==> src/rtl/core/audio_sample_ring_with_level_meter_core_assert.svh <==
// ---------------------------------------------------------------------------
// Assertion macros for the audio sample ring core
// Short forms for clocked assertions that stay quiet during reset.
// ---------------------------------------------------------------------------
`ifndef AUDIO_SAMPLE_RING_WITH_LEVEL_METER_CORE_ASSERT_SVH
`define AUDIO_SAMPLE_RING_WITH_LEVEL_METER_CORE_ASSERT_SVH

// The consequent must hold in the same cycle as the antecedent.
`define ASRLM_ASSERT_NOW(label, ante, cons, msg) \
    label: assert property (@(posedge clk) disable iff (!rst_n) (ante) |-> (cons)) \
        else $error(msg);

// The consequent must hold in the cycle after the antecedent.
`define ASRLM_ASSERT_NEXT(label, ante, cons, msg) \
    label: assert property (@(posedge clk) disable iff (!rst_n) (ante) |=> (cons)) \
        else $error(msg);

`endif

==> src/rtl/core/asrlm_pkg.sv <==
// ---------------------------------------------------------------------------
// asrlm_pkg
// Shared widths, operation codes and status types of the audio sample ring.
// ---------------------------------------------------------------------------
package asrlm_pkg;

    localparam int RING_DEPTH = 8192;
    localparam int PTR_W      = $clog2(RING_DEPTH);
    localparam int SAMPLE_W   = 16;
    localparam int COUNT_W    = 32;
    localparam int SUM_W      = 63;
    localparam int PROD_W     = 2 * SAMPLE_W;
    localparam int RMS_W      = 16;
    localparam int RMS_MAX    = 32768;

    // Working widths of the divide and root engine.
    localparam int WORK_W     = 64;
    localparam int ITER_W     = $clog2(WORK_W);
    localparam int ROOT_W     = WORK_W / 2;
    localparam int REM_W      = ROOT_W + 1;
    localparam int ALU_W      = REM_W + 2;

    // Stream payload widths.
    localparam int S_TDATA_W  = 16;
    localparam int S_TUSER_W  = 2;
    localparam int M_TDATA_W  = 80;
    localparam int M_TUSER_W  = 1;

    typedef enum logic [1:0] {
        OP_PUSH  = 2'd0,
        OP_POP   = 2'd1,
        OP_STATS = 2'd2,
        OP_CLEAR = 2'd3
    } op_t;

    typedef struct packed {
        logic             done;
        logic [RMS_W-1:0] rms;
    } eng_status_t;

endpackage

==> src/rtl/core/asrlm_stats_engine.sv <==
// ---------------------------------------------------------------------------
// asrlm_stats_engine
// Mean square and floor root, one bit per cycle on a shared subtractor.
// ---------------------------------------------------------------------------
module asrlm_stats_engine (
    input  logic                               clk,
    input  logic                               rst_n,
    input  logic                               start,
    input  logic [asrlm_pkg::SUM_W-1:0]        sum,
    input  logic [asrlm_pkg::COUNT_W-1:0]      count,
    output asrlm_pkg::eng_status_t             status
);
    import asrlm_pkg::*;

    typedef enum logic [1:0] {
        ENG_IDLE,
        ENG_DIV,
        ENG_ROOT
    } eng_state_t;

    eng_state_t         state_reg, state_next;
    logic [ITER_W-1:0]  iter_reg, iter_next;
    logic [WORK_W-1:0]  work_reg, work_next;
    logic [REM_W-1:0]   rem_reg, rem_next;
    logic [ROOT_W-1:0]  root_reg, root_next;
    logic [COUNT_W-1:0] divisor_reg, divisor_next;
    logic               done_reg, done_next;
    logic [RMS_W-1:0]   rms_reg, rms_next;

    logic [ALU_W-1:0]   op_a;
    logic [ALU_W-1:0]   op_b;
    logic [ALU_W:0]     diff;
    logic               ge;
    logic [ROOT_W-1:0]  root_new;

    // The one subtractor serves both the long division and the root.
    always_comb
    begin
        unique case (state_reg)
            ENG_DIV:
            begin
                op_a = {2'b00, rem_reg[COUNT_W-1:0], work_reg[WORK_W-1]};
                op_b = {3'b000, divisor_reg};
            end
            ENG_ROOT:
            begin
                op_a = {rem_reg, work_reg[WORK_W-1 -: 2]};
                op_b = {1'b0, root_reg, 2'b01};
            end
            default:
            begin
                op_a = '0;
                op_b = '0;
            end
        endcase
        diff     = {1'b0, op_a} - {1'b0, op_b};
        ge       = !diff[ALU_W];
        root_new = {root_reg[ROOT_W-2:0], ge};
    end

    always_comb
    begin
        state_next   = state_reg;
        iter_next    = iter_reg;
        work_next    = work_reg;
        rem_next     = rem_reg;
        root_next    = root_reg;
        divisor_next = divisor_reg;
        done_next    = 1'b0;
        rms_next     = rms_reg;

        unique case (state_reg)
            ENG_IDLE:
            begin
                if (start)
                begin
                    work_next    = {{(WORK_W - SUM_W){1'b0}}, sum};
                    divisor_next = count;
                    rem_next     = '0;
                    root_next    = '0;
                    iter_next    = '0;
                    state_next   = ENG_DIV;
                end
            end
            ENG_DIV:
            begin
                // Restoring division: dividend bits leave at the top, quotient
                // bits enter at the bottom of the same register.
                rem_next  = ge ? {1'b0, diff[COUNT_W-1:0]} : {1'b0, op_a[COUNT_W-1:0]};
                work_next = {work_reg[WORK_W-2:0], ge};
                iter_next = iter_reg + 1'b1;
                if (iter_reg == ITER_W'(WORK_W - 1))
                begin
                    // The root starts from an empty remainder.
                    rem_next   = '0;
                    iter_next  = '0;
                    state_next = ENG_ROOT;
                end
            end
            ENG_ROOT:
            begin
                // Digit-by-digit root, two radicand bits per step.
                rem_next  = ge ? diff[REM_W-1:0] : op_a[REM_W-1:0];
                work_next = {work_reg[WORK_W-3:0], 2'b00};
                root_next = root_new;
                iter_next = iter_reg + 1'b1;
                if (iter_reg == ITER_W'(ROOT_W - 1))
                begin
                    iter_next  = '0;
                    done_next  = 1'b1;
                    rms_next   = (root_new > ROOT_W'(RMS_MAX)) ? RMS_W'(RMS_MAX)
                                                              : root_new[RMS_W-1:0];
                    state_next = ENG_IDLE;
                end
            end
            default:
            begin
                state_next = ENG_IDLE;
            end
        endcase
    end

    always_ff @(posedge clk or negedge rst_n)
    begin
        if (!rst_n)
        begin
            state_reg <= ENG_IDLE;
            iter_reg  <= '0;
            done_reg  <= 1'b0;
        end
        else
        begin
            state_reg <= state_next;
            iter_reg  <= iter_next;
            done_reg  <= done_next;
        end
    end

    always_ff @(posedge clk)
    begin
        work_reg    <= work_next;
        rem_reg     <= rem_next;
        root_reg    <= root_next;
        divisor_reg <= divisor_next;
        rms_reg     <= rms_next;
    end

    assign status.done = done_reg;
    assign status.rms  = rms_reg;

endmodule
==> config.mk <==
export PLATFORM = sky130hd
export DESIGN_NAME = asrlm_stats_engine
export DESIGN_NICKNAME = d
export VERILOG_FILES = /design/src/rtl/core/audio_sample_ring_with_level_meter_core_assert.svh /design/src/rtl/core/asrlm_pkg.sv /design/src/rtl/core/asrlm_stats_engine.sv
export SDC_FILE = /design/constraint.sdc
export NUM_CORES = 1
export LEC_CHECK = 0
export BUFFER_PORTS_ARGS = -buffer_cell sky130_fd_sc_hd__buf_4
export CAP_MARGIN = 5
export CORE_MARGIN = 2
export CORE_UTILIZATION = 54
export DETAILED_ROUTE_END_ITERATION = 6
export MAX_ROUTING_LAYER = met4
export PLACE_DENSITY = 0.77
export SLEW_MARGIN = 0
export SYNTH_ARGS = -nofsm -noshare
export SYNTH_HDL_FRONTEND = slang
export SYNTH_SLANG_ARGS = --single-unit
==> constraint.sdc <==
create_clock -name clk -period 4.1 [get_ports clk]
set_clock_uncertainty 0.1 [all_clocks]
set_input_delay 0.41 -clock clk [delete_from_list [all_inputs] [get_ports clk]]
set_output_delay 0.41 -clock clk [all_outputs]
set_load 0.005 [all_outputs]
==> results of run 1 <==
[synthesized netlist by cell type, types with 14 or more instances]
cell      instances
and2_1           22
nand3_1          41
a22oi_1          93
edfxtp_1        177
a22o_1           34
o21ai_1          35
inv_1            29
clkbuf_1         51
a21oi_1         122
nor2_1          102
a21o_1           14
xnor2_1          18
o21ai_0          24
ha_1             39
nand2_1          37
[metrics by stage]
step	setup WS (ps)	cell area [um2]
after floorplan	31.17	10550
after global placement	-44.30	11970
after detailed placement	-141.1	11970
after CTS	16.47	12580
after global routing	-40.88	12790
final	159.7	12790
[final cells by class]
cell class / instances / area share, %
Multi-Input combinational cell: 714 / 37.58
Tap cell: 265 / 2.593
Sequential cell: 186 / 43.32
Timing Repair Buffer: 177 / 10.97
Inverter: 31 / 0.9295
Clock inverter: 13 / 1.223
Clock buffer: 19 / 3.385
[layer usage]
layer | GRT usage [%] | up-vias | share of wire (%)
met4 | 9.030 | 0 | 2.2
met3 | 4.165 | 43 | 5.6
met5 | - | - | 0
li1 | - | 4116 | -
met1 | 32.97 | 4118 | 43
met2 | 40.53 | 296 | 49
[kinds of logic (layout without fill, tap and decap cells)]
| kind of cell | after synthesis | count (layout) |
|---|---|---|
| simple gates | 262 | 262 |
| flops | 186 | 186 |
| fa+ha+maj | 40 | 40 |
| buf+inv | 104 | 240 |
| compound gates | 385 | 385 |
| mux | 1 | 1 |
| xor+xnor | 26 | 26 |
[repair_timing]
action                                  CTS  global route
hold buffers                              1             0
endpoints found under the setup margin   16            50
gates resized for setup                   2            37
gates cloned                              0             1
endpoints found under the hold margin     9             0
setup buffers                             0             3
pin swaps                                 1             9
[worst paths after layout]
check                                  start               to  slack, ps  depth (start not counted)
worst max-delay path            state_reg[0]      work_reg[0]        160                         17
worst min-delay path               count[10]  divisor_reg[10]         40                          1
worst max register to register  state_reg[0]      work_reg[0]        160                         17
worst min register to register   iter_reg[2]      iter_reg[2]        400                          1
max in group asynchronous              rst_n     state_reg[1]       3530                          2
min in group asynchronous              rst_n      iter_reg[1]        230                          2
==> impl_metrics.csv, run 1 <==
group,metric,value,unit
outcome,outcome,"completed",
logic_synthesis,syn-cell-area,10550,um2
finish,seqCellArea,5540,um2
logic_synthesis,synthSimpleGateAreaFrac,11.88,%
logic_synthesis,avgSynthCellArea,10.50,um2
cts,tritoncts,"done",
grt,antenna_found_initial,0,
finish,largest_reg_flops,64,
routing,post_drt_wl_per_cell,17.92,um
finish,fillCellCount,1525,
setup_path,crit_family,"compound AO/OA/AOI/OAI gates",
job,cap_violations,0,
finish,fin_cells,1405,
cts,clk_latency,440,ps
cts,root_buffer,"clkbuf_16",
setup_path,slowest_stage,"dfrtp_1",
routing,num_vias,8573,
setup_path,cp-end-kind,"flip-flop",
sta,drv_slew,0,
logic_synthesis,synth-edff-count,177,
placed_design,dp.cells,1368,
finish,final_cell_mix,"edfxtp_1, buf_4, a21oi_1",
logic_synthesis,synth_fp_nets,1142,
logic_synthesis,synth_ff_type,"edfxtp_1",
placed_design,numPortBuffers,114,
cts,cts_buffers,17,
sta,fin_hold_ws,37.22,ps
setup_path,crit_fanout,7,
setup_path,worst-endpoint-arrival,4020,ps
cts,clock_path_buffers,2,
logic_synthesis,synth_area_leaders,"edfxtp_1, a22oi_1, a21oi_1",
cts,clock_sinks,186,
floorplanning,rows,51,
grt,grt_pass1_vias,8212,
sta,setup_violations,0,
routing,routed_wl,25180,um
sta,tightestPinTransition,1054,ps
floorplanning,fp.dieW,143.8,um
placed_design,dp_hpwl,17210,um
finish,area_delta_synth_final,21.26,%
sta,max_freq,253.8,MHz
logic_synthesis,ys_types,63,
logic_synthesis,synth-xor-area-share,2.159,%
floorplanning,io_pins,115,
logic_synthesis,muxShareOfSynthArea,0.1068,%
setup_path,cp.required,4180,ps
logic_synthesis,synth_compound_area_share,24.53,%
logic_synthesis,yosys_register_bits,186,
logic_synthesis,synth_top_area_share,50.40,%
grt,grt_max_degree,120,
logic_synthesis,ys_seq_area_share,52.53,%
cts,cts-htree-levels,4,
finish,mostFrequentLayoutCell,"edfxtp_1",
routing,drcViolationCount,0,
setup_path,crit_path_start_kind,"flip-flop",
setup_path,critical_path.max_stage_delay,420,ps
sta,rsz0062_at_grt,"true",
logic_synthesis,postSynthCellCount,1004,
logic_synthesis,synthAdderAreaFrac,4.817,%
sta,period_share,96.11,%
routing,detail-route-antenna-nets,0,
floorplanning,initial_core_util,54.55,%
sta,post-route-min-period,3940,ps
routing,viasPerCell,6.102,
placed_design,gp_congestion,0.8920,
routing,dr.first_iter.drc_count,675,
setup_path,critPathBufInv,4,
min_path,hold_path_class,"in -> reg",
setup_path,path_cells,"inv_2, ha_4, inv_1, nor2_4, buf_4, a22o_1, ha_1, nor2b_1, o2111ai_1, a21oi_2, or3_4, a21oi_4, o31ai_2, a21boi_4, buf_4, nor2_1, a22o_1",
floorplanning,core,19330,um2
finish,multi_input_area,4806,um2
floorplanning,die_h,143.8,um
setup_path,critical_path_class,"reg -> reg",
finish,finalCoreUtilization,66.14,%
grt,grt_pass1_wl,40170,um
logic_synthesis,yosys.area.top_type,"edfxtp_1",
grt,overflow,0,
finish,drive_above_1_share,23.25,%
logic_synthesis,async_flop_share,4.839,%
routing,dr.pass1.iters,5,
finish,antenna_cells,0,
floorplanning,fp.dieArea,20660,um2
sta,max_slew_margin,29.73,%
logic_synthesis,synth_top_family_by_area,"compound AO/OA/AOI/OAI gates",
grt,track_usage,25.35,%
logic_synthesis,yosysWarningCount,0,
finish,final_nets,1265,
cts,path_clk_slew,80,ps
sta,fin_tns_setup,0,ps
sta,hold_viol_final,0,
Power of run 1 is not shown: default switching activity piles up to over one toggle a cycle in this logic, so the estimate is an artifact.
==> inputs of run 2 (changes only) <==
Settings changed: CORE_UTILIZATION 54 to 60, PLACE_DENSITY 0.77 to 0.81.
Clock period 4.1 ns to 4.5 ns, I/O delays scaled along.
==> run 2 against run 1 <==
Effect of this change:
- largest cell class unchanged
- register-to-register slack gained 30 ps
- critical path depth is the same
- global-route usage grew 3.2 points
- critical endpoint is now rem_reg[0]
- utilization grew 6.0 points
- final cell count shrank 4.6%
- wire length grew 2.1%
- setup slack gained 28 ps
- clock-buffer cell count shrank 2
- hold slack gained 44 ps
- flip-flop and latch count is the same
==> impl_metrics.csv, run 2 (synthesis results as in run 1) <==
group,metric,value,unit
grt,grt_pass1_vias,8171,
sta,max_slew_margin,28.74,%
sta,tightestPinTransition,1066,ps
grt,antenna_found_initial,0,
setup_path,reg2reg_to,"rem_reg[0]",
setup_path,rrSetupSlack,190,ps
routing,drcViolationCount,0,
grt,overflow,0,
finish,final_nets,1241,
sta,max_freq,231.9,MHz
setup_path,crit_fanout,26,
min_path,worstHoldPathCells,1,
sta,drv_slew,0,
setup_path,cp-startpoint,"state_reg[0]",
setup_path,cp-end-kind,"flip-flop",
cts,root_buffer,"clkbuf_16",
floorplanning,initial_core_util,61.19,%
finish,area_delta_synth_final,17.97,%
setup_path,worst-endpoint-arrival,4480,ps
setup_path,cp.required,4660,ps
finish,antenna_cells,0,
routing,dr.first_iter.drc_count,855,
placed_design,numPortBuffers,114,
placed_design,dp_hpwl,17210,um
setup_path,critPathBufInv,4,
routing,post_drt_wl_per_cell,19.17,um
routing,dr.pass1.iters,6,
finish,largest_reg_flops,64,
sta,hold_viol_final,0,
floorplanning,die_h,136.6,um
routing,routed_wl,25700,um
sta,period_share,95.83,%
floorplanning,core,17240,um2
cts,clock_path_buffers,2,
setup_path,critical_path_class,"reg -> reg",
cts,path_clk_slew,90,ps
min_path,hold_path_class,"in -> reg",
finish,final_cell_mix,"edfxtp_1, buf_4, a21oi_1",
job,cap_violations,0,
cts,cts_buffers,17,
cts,clk_latency,450,ps
floorplanning,fp.dieArea,18650,um2
setup_path,timing.rr.start,"state_reg[0]",
setup_path,cp_common_cell,"inv_1",
floorplanning,fp.dieW,136.6,um
sta,setup_violations,0,
sta,post-route-min-period,4312,ps
routing,num_vias,8606,
finish,mostFrequentLayoutCell,"edfxtp_1",
sta,fin_hold_ws,80.97,ps
finish,drive_above_1_share,19.35,%
setup_path,path_cells,"inv_1, ha_4, inv_1, nor2_4, buf_12, a22o_1, ha_1, a21o_1, a31oi_2, a21oi_1, or3_1, a21oi_4, o31a_1, o21ai_4, buf_4, and3_1, a211oi_1",
outcome,outcome,"completed",
cts,tritoncts,"done",
grt,grt_pass1_wl,40650,um
setup_path,crit_family,"compound AO/OA/AOI/OAI gates",
cts,cts-htree-levels,4,
setup_path,slowest_stage,"dfrtp_1",
floorplanning,rows,48,
routing,detail-route-antenna-nets,0,
grt,grt_max_degree,114,
setup_path,path_depth,17,
setup_path,setup.worst_path.end,"rem_reg[0]",
placed_design,gp_congestion,0.9628,
floorplanning,io_pins,115,
setup_path,critical_path.max_stage_delay,410,ps
cts,clock_sinks,186,
routing,viasPerCell,6.418,
grt,track_usage,28.54,%
setup_path,reg2regPathDepth,17,
setup_path,crit_path_start_kind,"flip-flop",
## run 2: worst min path at each step
stage,start,end
final,count[28],divisor_reg[28]
after global routing,count[23],divisor_reg[23]
after CTS,count[23],divisor_reg[23]
after detailed placement,rst_n,done_reg
after global placement,rst_n,done_reg
after floorplan,rst_n,done_reg
## run 2: per-layer routing
metal / share of wire [%] / track usage [%] / routed length [um] / vias up
li1: - / - / - / 4063
met5: 0 / - / 0 / -
met3: 8.4 / 5.296 / 2160 / 46
met1: 41 / 36.66 / 10550 / 4058
met2: 49 / 46.11 / 12470 / 439
met4: 2.0 / 9.201 / 520 / 0
## run 2: metrics by stage
step                      cells  worst slack [ps]  utilization, %  setup TNS (ps)  area [um2]
after detailed placement   1305             95.40           68.05               0       11730
after global routing       1341            -65.02           72.18          -75.20       12440
final                      1341             187.8           72.18               0       12440
after CTS                  1338             39.84           71.71               0       12360
after global placement     1305             254.7           68.05               0       11730
after floorplan            1004             134.6               -               0       10550
## run 2: area by class of cell
class	count	area (um2)
Fill cell	1228	4795
Inverter	31	117.6
Tap cell	225	281.5
Timing Repair Buffer	153	1226
Multi-Input combinational cell	714	4654
Sequential cell	186	5540
Clock buffer	17	425.4
Clock inverter	15	196.4
## run 2: what timing repair did
item | 4_1_cts | 5_1_grt
hold buffers | 1 | 0
endpoints found under the hold margin | 9 | 0
gates resized for setup | 0 | 6
buffers inserted | 0 | 2
setup endpoints to repair | 0 | 28
## run 2: worst reg2reg max path, stage by stage (launching register included)
cell	delay (ps)
dfrtp_1	410
inv_1	160
ha_4	250
inv_1	150
nor2_4	90
buf_12	170
a22o_1	260
ha_1	370
a21o_1	230
a31oi_2	200
a21oi_1	130
or3_1	400
a21oi_4	200
o31a_1	290
o21ai_4	130
buf_4	190
and3_1	190
a211oi_1	210
Power of run 2 is left out for the same reason.
